**config.mk**
```make
export PLATFORM = sky130hd
export DESIGN_NAME = mdio_management_master_flat
export DESIGN_NICKNAME = d
export VERILOG_FILES = /design/src/rtl/core/mdm_pkg.sv /design/src/rtl/core/mdm_req_if.sv /design/src/rtl/core/mdm_res_if.sv /design/src/rtl/core/mdm_bit_gen.sv /design/src/rtl/core/mdio_management_master.sv /design/src/flat_wrapper.sv
export SDC_FILE = /design/constraint.sdc
export NUM_CORES = 1
export LEC_CHECK = 0
export BUFFER_PORTS_ARGS = -buffer_cell sky130_fd_sc_hd__buf_2
export CORE_MARGIN = 2
export CORE_UTILIZATION = 46
export CTS_CLUSTER_DIAMETER = 40
export DETAILED_ROUTE_END_ITERATION = 10
export PLACE_DENSITY = 0.82
export SETUP_SLACK_MARGIN = 0.3
export SLEW_MARGIN = 20
export SYNTH_ARGS = -nofsm -noshare
export SYNTH_HDL_FRONTEND = slang
export SYNTH_SLANG_ARGS = --single-unit
```
**constraint.sdc**
```tcl
create_clock -name clk -period 8.2 [get_ports clk]
set_input_delay 1.64 -clock clk [delete_from_list [all_inputs] [get_ports clk]]
set_output_delay 1.64 -clock clk [all_outputs]
set_load 0.005 [all_outputs]
```
**src/rtl/core/mdm_pkg.sv**
```systemverilog
// ----------------------------------------------------------------------------
// MDIO management master package
// Request codes, register map, frame layout constants and shared types.
// ----------------------------------------------------------------------------
package mdm_pkg;

    // Request selector carried by every input request.
    typedef enum logic [1:0] {
        REQ_TICK  = 2'd0,
        REQ_READ  = 2'd1,
        REQ_WRITE = 2'd2,
        REQ_SPARE = 2'd3
    } req_type_t;

    // Configuration register map (register index, byte address is 4 * index).
    localparam int unsigned REG_PREAMBLE_BITS = 0;
    localparam int unsigned CFG_ADDR_W        = 2;
    localparam int unsigned CFG_DATA_W        = 32;

    localparam int unsigned PREAMBLE_W        = 6;
    localparam logic [PREAMBLE_W-1:0] PREAMBLE_RESET = 6'd32;
    localparam logic [PREAMBLE_W-1:0] PREAMBLE_MAX   = 6'd32;

    localparam int unsigned POS_W  = 7;
    localparam int unsigned DATA_W = 16;
    localparam int unsigned ADDR_W = 5;

    // Frame offsets counted from the end of the preamble.
    localparam logic [POS_W-1:0] REL_START0  = 7'd0;
    localparam logic [POS_W-1:0] REL_START1  = 7'd1;
    localparam logic [POS_W-1:0] REL_OP0     = 7'd2;
    localparam logic [POS_W-1:0] REL_OP1     = 7'd3;
    localparam logic [POS_W-1:0] REL_PHY     = 7'd4;
    localparam logic [POS_W-1:0] REL_PHY_END = 7'd8;
    localparam logic [POS_W-1:0] REL_REG     = 7'd9;
    localparam logic [POS_W-1:0] REL_REG_END = 7'd13;
    localparam logic [POS_W-1:0] REL_TA0     = 7'd14;
    localparam logic [POS_W-1:0] REL_DATA    = 7'd16;
    localparam logic [POS_W-1:0] REL_DATA_END = 7'd31;
    localparam logic [POS_W-1:0] REL_TAIL    = 7'd32;

    // Per-bit control handed from the bit generator to the frame sequencer.
    typedef struct packed {
        logic line_out;
        logic line_drive;
        logic sample;
        logic done;
    } bit_ctl_t;

endpackage

```
**src/rtl/core/mdm_req_if.sv**
```systemverilog
// ----------------------------------------------------------------------------
// MDIO master request channel
// Valid/ready channel carrying ticks and read/write requests.
// ----------------------------------------------------------------------------
interface mdm_req_if;
    import mdm_pkg::*;

    logic        valid;
    logic        ready;
    logic [1:0]  req_type;
    logic [4:0]  phy_addr;
    logic [4:0]  reg_addr;
    logic [15:0] write_value;
    logic        line_in;

    modport source (
        output valid,
        input  ready,
        output req_type,
        output phy_addr,
        output reg_addr,
        output write_value,
        output line_in
    );

    modport sink (
        input  valid,
        output ready,
        input  req_type,
        input  phy_addr,
        input  reg_addr,
        input  write_value,
        input  line_in
    );

endinterface

```
**src/rtl/core/mdm_res_if.sv**
```systemverilog
// ----------------------------------------------------------------------------
// MDIO master result channel
// Valid/ready channel carrying one result per accepted request.
// ----------------------------------------------------------------------------
interface mdm_res_if;
    import mdm_pkg::*;

    logic        valid;
    logic        ready;
    logic        line_out;
    logic        line_drive;
    logic        busy_res;
    logic        frame_done;
    logic [15:0] read_value;
    logic        request_dropped;

    modport source (
        output valid,
        input  ready,
        output line_out,
        output line_drive,
        output busy_res,
        output frame_done,
        output read_value,
        output request_dropped
    );

    modport sink (
        input  valid,
        output ready,
        input  line_out,
        input  line_drive,
        input  busy_res,
        input  frame_done,
        input  read_value,
        input  request_dropped
    );

endinterface

```
**src/rtl/core/mdm_bit_gen.sv**
```systemverilog
// ----------------------------------------------------------------------------
// MDIO frame bit generator
// Decodes the bit position of an active frame into the line level, the
// drive enable, the read sample strobe and the end of frame.
// ----------------------------------------------------------------------------
module mdm_bit_gen
    import mdm_pkg::*;
(
    input  logic [POS_W-1:0]      bit_pos,
    input  logic [PREAMBLE_W-1:0] preamble_len,
    input  logic                  is_read,
    input  logic [ADDR_W-1:0]     phy_addr,
    input  logic [ADDR_W-1:0]     reg_addr,
    input  logic [DATA_W-1:0]     write_value,
    output bit_ctl_t              ctl
);

    logic [POS_W-1:0] pre_ext;
    logic [POS_W-1:0] rel;
    logic [2:0]       addr_idx_phy;
    logic [2:0]       addr_idx_reg;
    logic [3:0]       data_idx;

    assign pre_ext      = POS_W'(preamble_len);
    assign rel          = bit_pos - pre_ext;
    assign addr_idx_phy = 3'(REL_PHY_END - rel);
    assign addr_idx_reg = 3'(REL_REG_END - rel);
    assign data_idx     = 4'(REL_DATA_END - rel);

    always_comb
    begin
        ctl            = '0;
        ctl.line_out   = 1'b1;
        ctl.line_drive = 1'b1;
        priority if (bit_pos < pre_ext)
        begin
            ctl.line_out = 1'b1;
        end
        else if (rel == REL_START0)
        begin
            ctl.line_out = 1'b0;
        end
        else if (rel == REL_START1)
        begin
            ctl.line_out = 1'b1;
        end
        else if (rel == REL_OP0)
        begin
            ctl.line_out = is_read;
        end
        else if (rel == REL_OP1)
        begin
            ctl.line_out = ~is_read;
        end
        else if (rel <= REL_PHY_END)
        begin
            ctl.line_out = phy_addr[addr_idx_phy];
        end
        else if (rel <= REL_REG_END)
        begin
            ctl.line_out = reg_addr[addr_idx_reg];
        end
        else if (rel < REL_DATA)
        begin
            // Turnaround: a write drives 1 then 0, a read hands the line over.
            ctl.line_out   = is_read ? 1'b0 : (rel == REL_TA0);
            ctl.line_drive = ~is_read;
        end
        else if (rel <= REL_DATA_END)
        begin
            ctl.line_out   = is_read ? 1'b0 : write_value[data_idx];
            ctl.line_drive = ~is_read;
            ctl.sample     = is_read;
        end
        else
        begin
            // Trailing bit: a write holds its last data bit on the line.
            ctl.line_out   = is_read ? 1'b0 : write_value[0];
            ctl.line_drive = ~is_read;
            ctl.done       = 1'b1;
        end
    end

endmodule

```
**src/rtl/core/mdio_management_master.sv**
```systemverilog
// ----------------------------------------------------------------------------
// MDIO management master
// Clause 22 MDIO frame generator driven by request and tick items.
// ----------------------------------------------------------------------------
// A read or write request latches the PHY address, register address and
// write data and starts a frame; each following tick request stands for one
// MDC period and yields the level to put on MDIO during that period, whether
// the master drives the line, and the frame status. The frame is the
// preamble of ones (length set by the preamble_bits register, capped at 32),
// start 01, the opcode, five PHY and five register address bits MSB first,
// turnaround, sixteen data bits and one trailing bit. During a read the line
// is released and sixteen bits are sampled from line_in, MSB first; the word
// is returned with frame_done on the trailing bit. A request that arrives
// while a frame is running is dropped and flagged. Every request, tick or
// not, produces exactly one result. The block accepts one request per clock
// cycle while the result register can take it, and the result is registered
// in the output register on acceptance; the only loop is the bit counter and
// shift register update. A full result register that is not being
// taken stalls the request side. preamble_bits is written through the APB
// port at byte address 0; writes take effect at the access cycle.
// ----------------------------------------------------------------------------
module mdio_management_master
    import mdm_pkg::*;
(
    input  logic                  clk,
    input  logic                  rst_n,
    mdm_req_if.sink               req,
    mdm_res_if.source             res,
    input  logic                  psel,
    input  logic                  penable,
    input  logic                  pwrite,
    input  logic [CFG_ADDR_W-1:0] paddr,
    input  logic [CFG_DATA_W-1:0] pwdata,
    output logic [CFG_DATA_W-1:0] prdata,
    output logic                  pready
);

    // Configuration register.
    logic [PREAMBLE_W-1:0] preamble_reg;
    logic [PREAMBLE_W-1:0] preamble_len;

    // Frame state.
    logic                  active_reg,     active_next;
    logic [POS_W-1:0]      bit_pos_reg,    bit_pos_next;
    logic                  is_read_reg,    is_read_next;
    logic [ADDR_W-1:0]     held_phy_reg,   held_phy_next;
    logic [ADDR_W-1:0]     held_reg_reg,   held_reg_next;
    logic [DATA_W-1:0]     held_write_reg, held_write_next;
    logic [DATA_W-1:0]     read_shift_reg, read_shift_next;

    // Result register.
    logic                  out_valid_reg;
    logic                  line_out_reg,   line_out_next;
    logic                  line_drive_reg, line_drive_next;
    logic                  busy_reg,       busy_next;
    logic                  done_reg,       done_next;
    logic [DATA_W-1:0]     read_value_reg, read_value_next;
    logic                  dropped_reg,    dropped_next;

    logic                  accept;
    logic                  is_request;
    bit_ctl_t              ctl;
    req_type_t             req_code;

    // ------------------------------------------------------------------
    // APB configuration port. There is a single register, so every word
    // address decodes to it. pready is tied high: no wait states.
    // ------------------------------------------------------------------
    assign pready = 1'b1;
    assign prdata = CFG_DATA_W'(preamble_reg);

    always_ff @(posedge clk or negedge rst_n)
    begin
        if (!rst_n)
        begin
            preamble_reg <= PREAMBLE_RESET;
        end
        else if (psel && penable && pwrite && pready)
        begin
            preamble_reg <= pwdata[PREAMBLE_W-1:0];
        end
    end

    // Preamble lengths above the Clause 22 maximum of 32 are clamped.
    assign preamble_len = (preamble_reg > PREAMBLE_MAX) ? PREAMBLE_MAX : preamble_reg;

    // ------------------------------------------------------------------
    // Handshake: a new request enters whenever the result register is
    // empty or its contents are being taken in the same cycle.
    // ------------------------------------------------------------------
    assign req.ready  = !out_valid_reg || res.ready;
    assign accept     = req.valid && req.ready;
    assign req_code   = req_type_t'(req.req_type);
    assign is_request = (req_code == REQ_READ) || (req_code == REQ_WRITE);

    mdm_bit_gen u_bit_gen (
        .bit_pos      (bit_pos_reg),
        .preamble_len (preamble_len),
        .is_read      (is_read_reg),
        .phy_addr     (held_phy_reg),
        .reg_addr     (held_reg_reg),
        .write_value  (held_write_reg),
        .ctl          (ctl)
    );

    // ------------------------------------------------------------------
    // Next state and result for the request on the input side.
    // ------------------------------------------------------------------
    always_comb
    begin
        active_next     = active_reg;
        bit_pos_next    = bit_pos_reg;
        is_read_next    = is_read_reg;
        held_phy_next   = held_phy_reg;
        held_reg_next   = held_reg_reg;
        held_write_next = held_write_reg;
        read_shift_next = read_shift_reg;

        line_out_next   = 1'b1;
        line_drive_next = 1'b1;
        done_next       = 1'b0;
        read_value_next = '0;
        dropped_next    = 1'b0;

        if (is_request)
        begin
            if (active_reg)
            begin
                dropped_next = 1'b1;
            end
            else
            begin
                active_next     = 1'b1;
                bit_pos_next    = '0;
                is_read_next    = (req_code == REQ_READ);
                held_phy_next   = req.phy_addr;
                held_reg_next   = req.reg_addr;
                held_write_next = req.write_value;
                read_shift_next = '0;
            end
        end
        else if (active_reg)
        begin
            // A tick (or the spare selector code) clocks out one frame bit.
            line_out_next   = ctl.line_out;
            line_drive_next = ctl.line_drive;
            done_next       = ctl.done;
            if (ctl.sample)
            begin
                read_shift_next = {read_shift_reg[DATA_W-2:0], req.line_in};
            end
            if (ctl.done)
            begin
                active_next  = 1'b0;
                bit_pos_next = '0;
                if (is_read_reg)
                begin
                    read_value_next = read_shift_reg;
                end
            end
            else
            begin
                bit_pos_next = bit_pos_reg + POS_W'(1);
            end
        end
        busy_next = active_next;
    end

    // ------------------------------------------------------------------
    // State registers, updated only on an accepted request.
    // ------------------------------------------------------------------
    always_ff @(posedge clk or negedge rst_n)
    begin
        if (!rst_n)
        begin
            active_reg     <= 1'b0;
            bit_pos_reg    <= '0;
            is_read_reg    <= 1'b0;
            held_phy_reg   <= '0;
            held_reg_reg   <= '0;
            held_write_reg <= '0;
            read_shift_reg <= '0;
        end
        else if (accept)
        begin
            active_reg     <= active_next;
            bit_pos_reg    <= bit_pos_next;
            is_read_reg    <= is_read_next;
            held_phy_reg   <= held_phy_next;
            held_reg_reg   <= held_reg_next;
            held_write_reg <= held_write_next;
            read_shift_reg <= read_shift_next;
        end
    end

    // ------------------------------------------------------------------
    // Result register: valid flag under reset, payload loaded on accept.
    // ------------------------------------------------------------------
    always_ff @(posedge clk or negedge rst_n)
    begin
        if (!rst_n)
        begin
            out_valid_reg <= 1'b0;
        end
        else if (accept)
        begin
            out_valid_reg <= 1'b1;
        end
        else if (res.ready)
        begin
            out_valid_reg <= 1'b0;
        end
    end

    always_ff @(posedge clk)
    begin
        if (accept)
        begin
            line_out_reg   <= line_out_next;
            line_drive_reg <= line_drive_next;
            busy_reg       <= busy_next;
            done_reg       <= done_next;
            read_value_reg <= read_value_next;
            dropped_reg    <= dropped_next;
        end
    end

    assign res.valid           = out_valid_reg;
    assign res.line_out        = line_out_reg;
    assign res.line_drive      = line_drive_reg;
    assign res.busy_res        = busy_reg;
    assign res.frame_done      = done_reg;
    assign res.read_value      = read_value_reg;
    assign res.request_dropped = dropped_reg;

    // ------------------------------------------------------------------
    // Assertions
    // ------------------------------------------------------------------

    // A released line is always reported low.
    assert property (@(posedge clk) disable iff (!rst_n)
        res.valid && !res.line_drive |-> !res.line_out)
        else $error("released MDIO line reported high");

    // The frame ends on a tick, so it can neither leave the block busy
    // nor coincide with a dropped request.
    assert property (@(posedge clk) disable iff (!rst_n)
        res.valid && res.frame_done |-> !res.busy_res && !res.request_dropped)
        else $error("frame_done with busy or dropped request");

    // The bit counter never runs past the longest possible frame.
    assert property (@(posedge clk) disable iff (!rst_n)
        bit_pos_reg <= (POS_W'(PREAMBLE_MAX) + REL_TAIL))
        else $error("bit position beyond end of frame");

    // An idle block never holds a nonzero bit position.
    assert property (@(posedge clk) disable iff (!rst_n)
        !active_reg |-> (bit_pos_reg == '0))
        else $error("bit position nonzero while idle");

endmodule
```
**src/flat_wrapper.sv**
```systemverilog
// flat-port wrapper written by rule: the top's interface ports become plain ports
module mdio_management_master_flat import mdm_pkg::*;
  (clk, rst_n, psel, penable, pwrite, paddr, pwdata, prdata, pready, req_valid, req_ready, req_req_type, req_phy_addr, req_reg_addr, req_write_value, req_line_in, res_valid, res_ready, res_line_out, res_line_drive, res_busy_res, res_frame_done, res_read_value, res_request_dropped);
  mdm_req_if req_i ();
  mdm_res_if res_i ();
  input  logic clk;
  input  logic rst_n;
  input  logic psel;
  input  logic penable;
  input  logic pwrite;
  input  logic [CFG_ADDR_W-1:0] paddr;
  input  logic [CFG_DATA_W-1:0] pwdata;
  output logic [CFG_DATA_W-1:0] prdata;
  output logic pready;
  input wire logic [$bits(req_i.valid)-1:0] req_valid;
  output wire logic [$bits(req_i.ready)-1:0] req_ready;
  input wire logic [$bits(req_i.req_type)-1:0] req_req_type;
  input wire logic [$bits(req_i.phy_addr)-1:0] req_phy_addr;
  input wire logic [$bits(req_i.reg_addr)-1:0] req_reg_addr;
  input wire logic [$bits(req_i.write_value)-1:0] req_write_value;
  input wire logic [$bits(req_i.line_in)-1:0] req_line_in;
  output wire logic [$bits(res_i.valid)-1:0] res_valid;
  input wire logic [$bits(res_i.ready)-1:0] res_ready;
  output wire logic [$bits(res_i.line_out)-1:0] res_line_out;
  output wire logic [$bits(res_i.line_drive)-1:0] res_line_drive;
  output wire logic [$bits(res_i.busy_res)-1:0] res_busy_res;
  output wire logic [$bits(res_i.frame_done)-1:0] res_frame_done;
  output wire logic [$bits(res_i.read_value)-1:0] res_read_value;
  output wire logic [$bits(res_i.request_dropped)-1:0] res_request_dropped;
  assign req_i.valid = req_valid;
  assign req_ready = req_i.ready;
  assign req_i.req_type = req_req_type;
  assign req_i.phy_addr = req_phy_addr;
  assign req_i.reg_addr = req_reg_addr;
  assign req_i.write_value = req_write_value;
  assign req_i.line_in = req_line_in;
  assign res_valid = res_i.valid;
  assign res_i.ready = res_ready;
  assign res_line_out = res_i.line_out;
  assign res_line_drive = res_i.line_drive;
  assign res_busy_res = res_i.busy_res;
  assign res_frame_done = res_i.frame_done;
  assign res_read_value = res_i.read_value;
  assign res_request_dropped = res_i.request_dropped;
  mdio_management_master u_core (.clk(clk), .rst_n(rst_n), .req(req_i), .res(res_i), .psel(psel), .penable(penable), .pwrite(pwrite), .paddr(paddr), .pwdata(pwdata), .prdata(prdata), .pready(pready));
endmodule
```
== Word-level counts from Yosys, hierarchy flattened ==
Cells that the tools add are included.

* Flip-flop bits (word level): 79
* Bits of input ports: 70

* Add/subtract/negate cells: 5
* Magnitude comparators: 9
* Equality and inequality tests: 7
* Mux-type cells: 42
* Bitwise gates (word level): 3
* Reduce and logical (&&, ||, !) cells: 17

{| class="wikitable"
|+ Operators by type and width
! kind !! number
|-
| two-way mux 16 bit || 4
|-
| two-way mux 7 bit || 4
|-
| two-way mux 1 bit || 20
|-
| two-way mux 2 bit || 10
|-
| equality test 7 x 2 -> 1 bit (second input constant) || 2
|-
| less-or-equal comparator 7 x 4 -> 1 bit (second input constant) || 2
|-
| OR reduction 9 bit || 1
|-
| less-than comparator 3 x 4 -> 1 bit (second input constant) || 2
|-
| adder 7 x 1 -> 7 bit (second input constant) || 1
|-
| equality test 7 x 1 -> 1 bit (second input constant) || 1
|-
| equality test 7 x 4 -> 1 bit (second input constant) || 1
|-
| less-or-equal comparator 7 x 5 -> 1 bit (second input constant) || 1
|-
| logical NOT 7 bit || 1
|-
| less-than comparator 7 x 5 -> 1 bit (second input constant) || 1
|-
| less-than comparator 7 x 6 -> 1 bit || 1
|-
| subtractor 7 x 6 -> 7 bit || 1
|-
| binary-select mux 1 bit (select 3 bit) || 2
|-
| greater-than comparator 6 bit (second input constant) || 1
|-
| two-way mux 6 bit || 1
|-
| AND reduction 3 bit || 2
|-
| nonzero test 2 bit || 3
|-
| less-than comparator 4 x 5 -> 1 bit (second input constant) || 1
|-
| binary-select mux 1 bit (select 4 bit) || 1
|-
| AND reduction 4 bit || 1
|-
| 13 further kinds || 18
|}

== Logic depth before layout (Yosys ltp) ==
* Depth after elaboration: 16
* Mapped depth: 13
* Mapped depth without buffers: 13

== Cells and area by module ==
A second synthesis with hierarchy kept.

* Cell total of the unflattened synthesis: 379
* Area total of the unflattened synthesis: 4255.3 µm²

{| class="wikitable"
|+ Modules (own cells, without submodules)
! module !! times used !! cells an instance !! area an instance (µm²) !! seq. area each (µm²)
|-
| mdio_management_master || 1 || 274 || 3390.8 || 2083.2
|-
| mdm_bit_gen || 1 || 105 || 864.6 || 0.0
|}

== Worst setup path before layout ==
Ideal clock, no wire load.

* Path kind: input to register
* From: input req_req_type[1]
* To: register u_core.read_shift_reg[11]
* Data arrival time: 3621 ps
* Required time: 8120 ps
* Slack: 4498 ps
* Stages on the path: 11
* Path buffers: 4
* Cells stage by stage: inv_1 > ha_1 > clkbuf_1 > buf_2 > inv_1 > ha_1 > nor2_1 > clkbuf_1 > clkbuf_1 > nand3_1 > o211ai_2

* Word-level cells in the longest chain between the ends: 4

{| class="wikitable"
|+ Ends and longest elaborated chain
! what !! RTL line !! source
|-
| start: declaration || flat_wrapper.sv:17 || <nowiki>input wire logic [$bits(req_i.req_type)-1:0] req_req_type;</nowiki>
|-
| equality test 2 x 1 -> 1 bit or equality test 2 bit (tied branches) || mdio_management_master.sv:94 || <nowiki>assign is_request = (req_code == REQ_READ) || (req_code == REQ_WRITE);</nowiki>
|-
| logical OR 1 bit * || mdio_management_master.sv:94 ||
|-
| named net u_core.is_request || mdio_management_master.sv:61 || <nowiki>logic is_request;</nowiki>
|-
| inequality test 2 bit (no source line) or nonzero test 2 bit (tied branches) || -- ||
|-
| AND reduction 4 bit (no source line) || -- ||
|-
| end signal: assignment || mdio_management_master.sv:192 || <nowiki>read_shift_reg <= read_shift_next;</nowiki>
|-
| end: declaration || mdio_management_master.sv:49 || <nowiki>logic [DATA_W-1:0] read_shift_reg, read_shift_next;</nowiki>
|}

Mark *: on every way through the listed nets, which the timed path passes. The rest lies on a longest branch.
A chain may end at the register's enable or synchronous reset.

== Worst setup path after layout ==
* From: input res_ready
* To: register u_core.held_reg_reg[1]

* Word-level cells in the longest chain between the ends: 3

{| class="wikitable"
|+ Ends and longest elaborated chain
! what !! RTL line !! source
|-
| start: declaration || flat_wrapper.sv:23 || <nowiki>input wire logic [$bits(res_i.ready)-1:0] res_ready;</nowiki>
|-
| logical OR 1 bit || mdio_management_master.sv:91 || <nowiki>assign req.ready = !out_valid_reg || res.ready;</nowiki>
|-
| logical AND 1 bit || mdio_management_master.sv:92 || <nowiki>assign accept = req.valid && req.ready;</nowiki>
|-
| named net u_core.accept || mdio_management_master.sv:60 || <nowiki>logic accept;</nowiki>
|-
| AND reduction 3 bit (no source line) || -- ||
|-
| end signal: assignment || mdio_management_master.sv:190 || <nowiki>held_reg_reg <= held_reg_next;</nowiki>
|-
| end: declaration || mdio_management_master.sv:47 || <nowiki>logic [ADDR_W-1:0] held_reg_reg, held_reg_next;</nowiki>
|}

The timed path passes the listed nets, and every way through them passes these cells.

==> impl_metrics.toml <==
[pwr]
clkPwrFrac = 0.163
p_total_mw = 1.62
leakagePower_nw = 2.25
p_int_mw = 0.980
peakVddDrop_v = 0.000183
combPwrFrac = 0.476
cellPowerDensity_mw_per_mm2 = 321
switchingPower_mw = 0.636
swShare = 0.394
seq_power_share = 0.361

[final_layout]
drive_above_1_share = 0.352
area_delta_synth_final_pct = 11.4
fin_nets = 558
num-fill-cells = 866
n_antenna_cell = 0

[clock_network]
h-tree-depth = 3
cts-root-buf = "clkbuf_8"
clkLatencyLatePin_ps = 360
numCtsBuffers = 9
cts_resized = 0
cts.sinks = 79
cts_setup_buffers = 0
clkTransAtPathRegs_ps = 80
cts_tree = "built"
hold_buffers = 0
cts_buffer_depth = 2

[grt]
grt_usage = 0.175
grt.overflow.total = 0
grt_pass1_vias = 3132
grt_first_pass_wirelength_um = 14400
grt_max_degree = 59
antenna_found_initial = 0

[sta]
tightest_slew_ps = 1040
hold_viol_final = 0
rsz0062_at_grt = "false"
slew_viol_final = 0
tns_ps = 0
hold_slack_ps = 509
skew_ps = 13.2
period_minus_slack_ps = 3680
finalCritPeriodShare = 0.449
setup_viol = 0
relSlewSlack = 0.304
max_clock_freq_mhz = 271

[synth]
synth_top_area_share = 0.316
synthCells = 405
syn_area_mm2 = 0.00452
synthAdderAreaFrac = 0.0543
synthXorXnorAreaFrac = 0.00360
yosysSeqAreaShare = 0.461
synth-compound-area-share = 0.127
synth_enable_flop_cells = 21
ys.flop_type = "dfrtp_1"
yosys-top-cells-area = "dfrtp_1 32%, edfxtp_1 14%, mux2_2 8.2%"
synth_warnings = 0
avgSynthCellArea_um2 = 11.2
synthArstFlopShare = 0.734
ys_seq_elements = 79
synthSimpleGateAreaFrac = 0.159
ys_types = 60
synth_top_family_by_area = "simple AND/OR/NAND/NOR gates"
yosysTopAreaCell = "dfrtp_1"
muxShareOfSynthArea = 0.116

[critical_path]
reg2regPathDepth = 11
reg2reg_to = "u_core.res.read_value[14]$_SDFFCE_PP0P_"
r2r-start = "u_core.preamble_reg[5]$_DFFE_PN1P_"
crit_arrival_ps = 3930
critPathKind = "in2reg"
end_kind = "register"
critPathMaxFanout = 27
worstPathRequired_ps = 8440
cp-start-kind = "primary input"
reg2reg_setup_slack_ps = 4720

[worst_hold_path]
hp-class = "reg2reg"
hold_path_end = "u_core.held_write_reg[13]$_DFFE_PN0P_"
min_path_cells = 1
hold_start = "u_core.held_write_reg[13]$_DFFE_PN0P_"

[floorplanning]
start_util = 0.469
dieArea_mm2 = 0.0106
dieWidth_um = 103
ios = 126
core_mm2 = 0.00964
fp.dieH_um = 103
num_rows = 36

[drt]
drt_first_pass_iters = 4
postRouteAntennaNets = 0
drc = 0
wl_um = 8470
routedWlPerCell_um = 13.9
drtIter0Drc = 190
routed_via_density = 5.29
via_count = 3212

[placed_design]
dp_hpwl_um = 6030
port_buffers = 70
place_congestion = 0.825

[run_status]
status = "completed"

[run]
drv_cap = 0
## per-stage QoR
| step | cells | instance area [µm²] | utilization | setup slack (ps) |
|---|---|---|---|---|
| 6_report | 607 | 5030 | 0.522 | 4520 |
| 3_3_place_gp | 591 | 4860 | 0.504 | 4140 |
| 4_1_cts | 607 | 5030 | 0.522 | 4430 |
| 3_5_place_dp | 591 | 4860 | 0.504 | 4050 |
| 2_1_floorplan | 430 | 4610 | - | 4500 |
| 5_1_grt | 607 | 5030 | 0.522 | 4250 |
## worst max-delay path, cell delays in order
cell	delay, ps
buf_2	70
nand2b_1	140
nand2_1	120
inv_1	590
nand2_1	810
mux2_2	540
## final cells by class
cell class / count / area (µm²) / share of cell area
timing repair buffer: 74 / 380 / 0.0755
multi-input combinational: 292 / 2180 / 0.433
clock inverter: 4 / 31.3 / 0.00621
tap: 133 / 166 / 0.0331
inverter: 13 / 48.8 / 0.00969
clock buffer: 12 / 145 / 0.0288
sequential: 79 / 2080 / 0.414
## power groups by stage
stage	combinational, mW	sequential, mW	clock [mW]
6_report	0.770	0.583	0.263
5_1_grt	0.853	0.596	0.287
4_1_cts	0.765	0.582	0.273
3_5_place_dp	0.760	0.590	0
3_3_place_gp	0.727	0.578	0
2_1_floorplan	0.623	0.566	0
## worst max path at each step
stage,startpoint,to,slack (ps),cells past startpoint
after detailed placement,res_ready,u_core.held_write_reg[14]$_DFFE_PN0P_,4050,6
after global placement,res_ready,u_core.held_write_reg[3]$_DFFE_PN0P_,4140,6
after floorplan,req_req_type[1],u_core.read_shift_reg[11]$_DFFE_PN0P_,4500,11
after global routing,res_ready,u_core.held_reg_reg[1]$_DFFE_PN0P_,4250,6
final,res_ready,u_core.held_reg_reg[1]$_DFFE_PN0P_,4520,6
after CTS,res_ready,u_core.held_reg_reg[1]$_DFFE_PN0P_,4430,6
## kinds of logic after synthesis
kind of cell | after synthesis
XOR/XNOR | 1
multiplexers | 42
other | 2
flip-flops | 79
AND/OR/NAND/NOR | 137
buffers and inverters | 59
AO/OA/AOI/OAI | 66
adder cells (fa/ha/maj) | 19
## routing by layer
layer,track usage,share of wire,vias up
li1,-,-,1533
met1,0.215,0.44,1576
met2,0.292,0.49,91
met3,0.0427,0.050,12
met4,0.0810,0.018,0
met5,0,0,-
## Yosys cell counts, types with 9 or more instances
library cell  instances
and2_1               20
buf_4                27
clkbuf_1             12
dfrtp_1              57
edfxtp_1             21
ha_1                 18
inv_1                12
mux2_2               33
nand2_1              40
nand3_1              34
nor3_1                9
o211ai_2             17
o21ai_0              10
## placed cells by master (no fill, tap or decap), types with 5 or more instances in the layout
cell / n
clkbuf_8: 10
nand3_1: 34
inv_1: 12
or2_2: 7
nor2_1: 8
mux2_2: 33
buf_2: 70
conb_1: 27
o21ai_0: 10
nor3_1: 9
ha_1: 18
mux4_2: 5
nand2_1: 40
a21oi_1: 7
edfxtp_1: 21
o211ai_2: 17
dfrtp_1: 57
and2_1: 20
(Power assumes the default switching activity.)
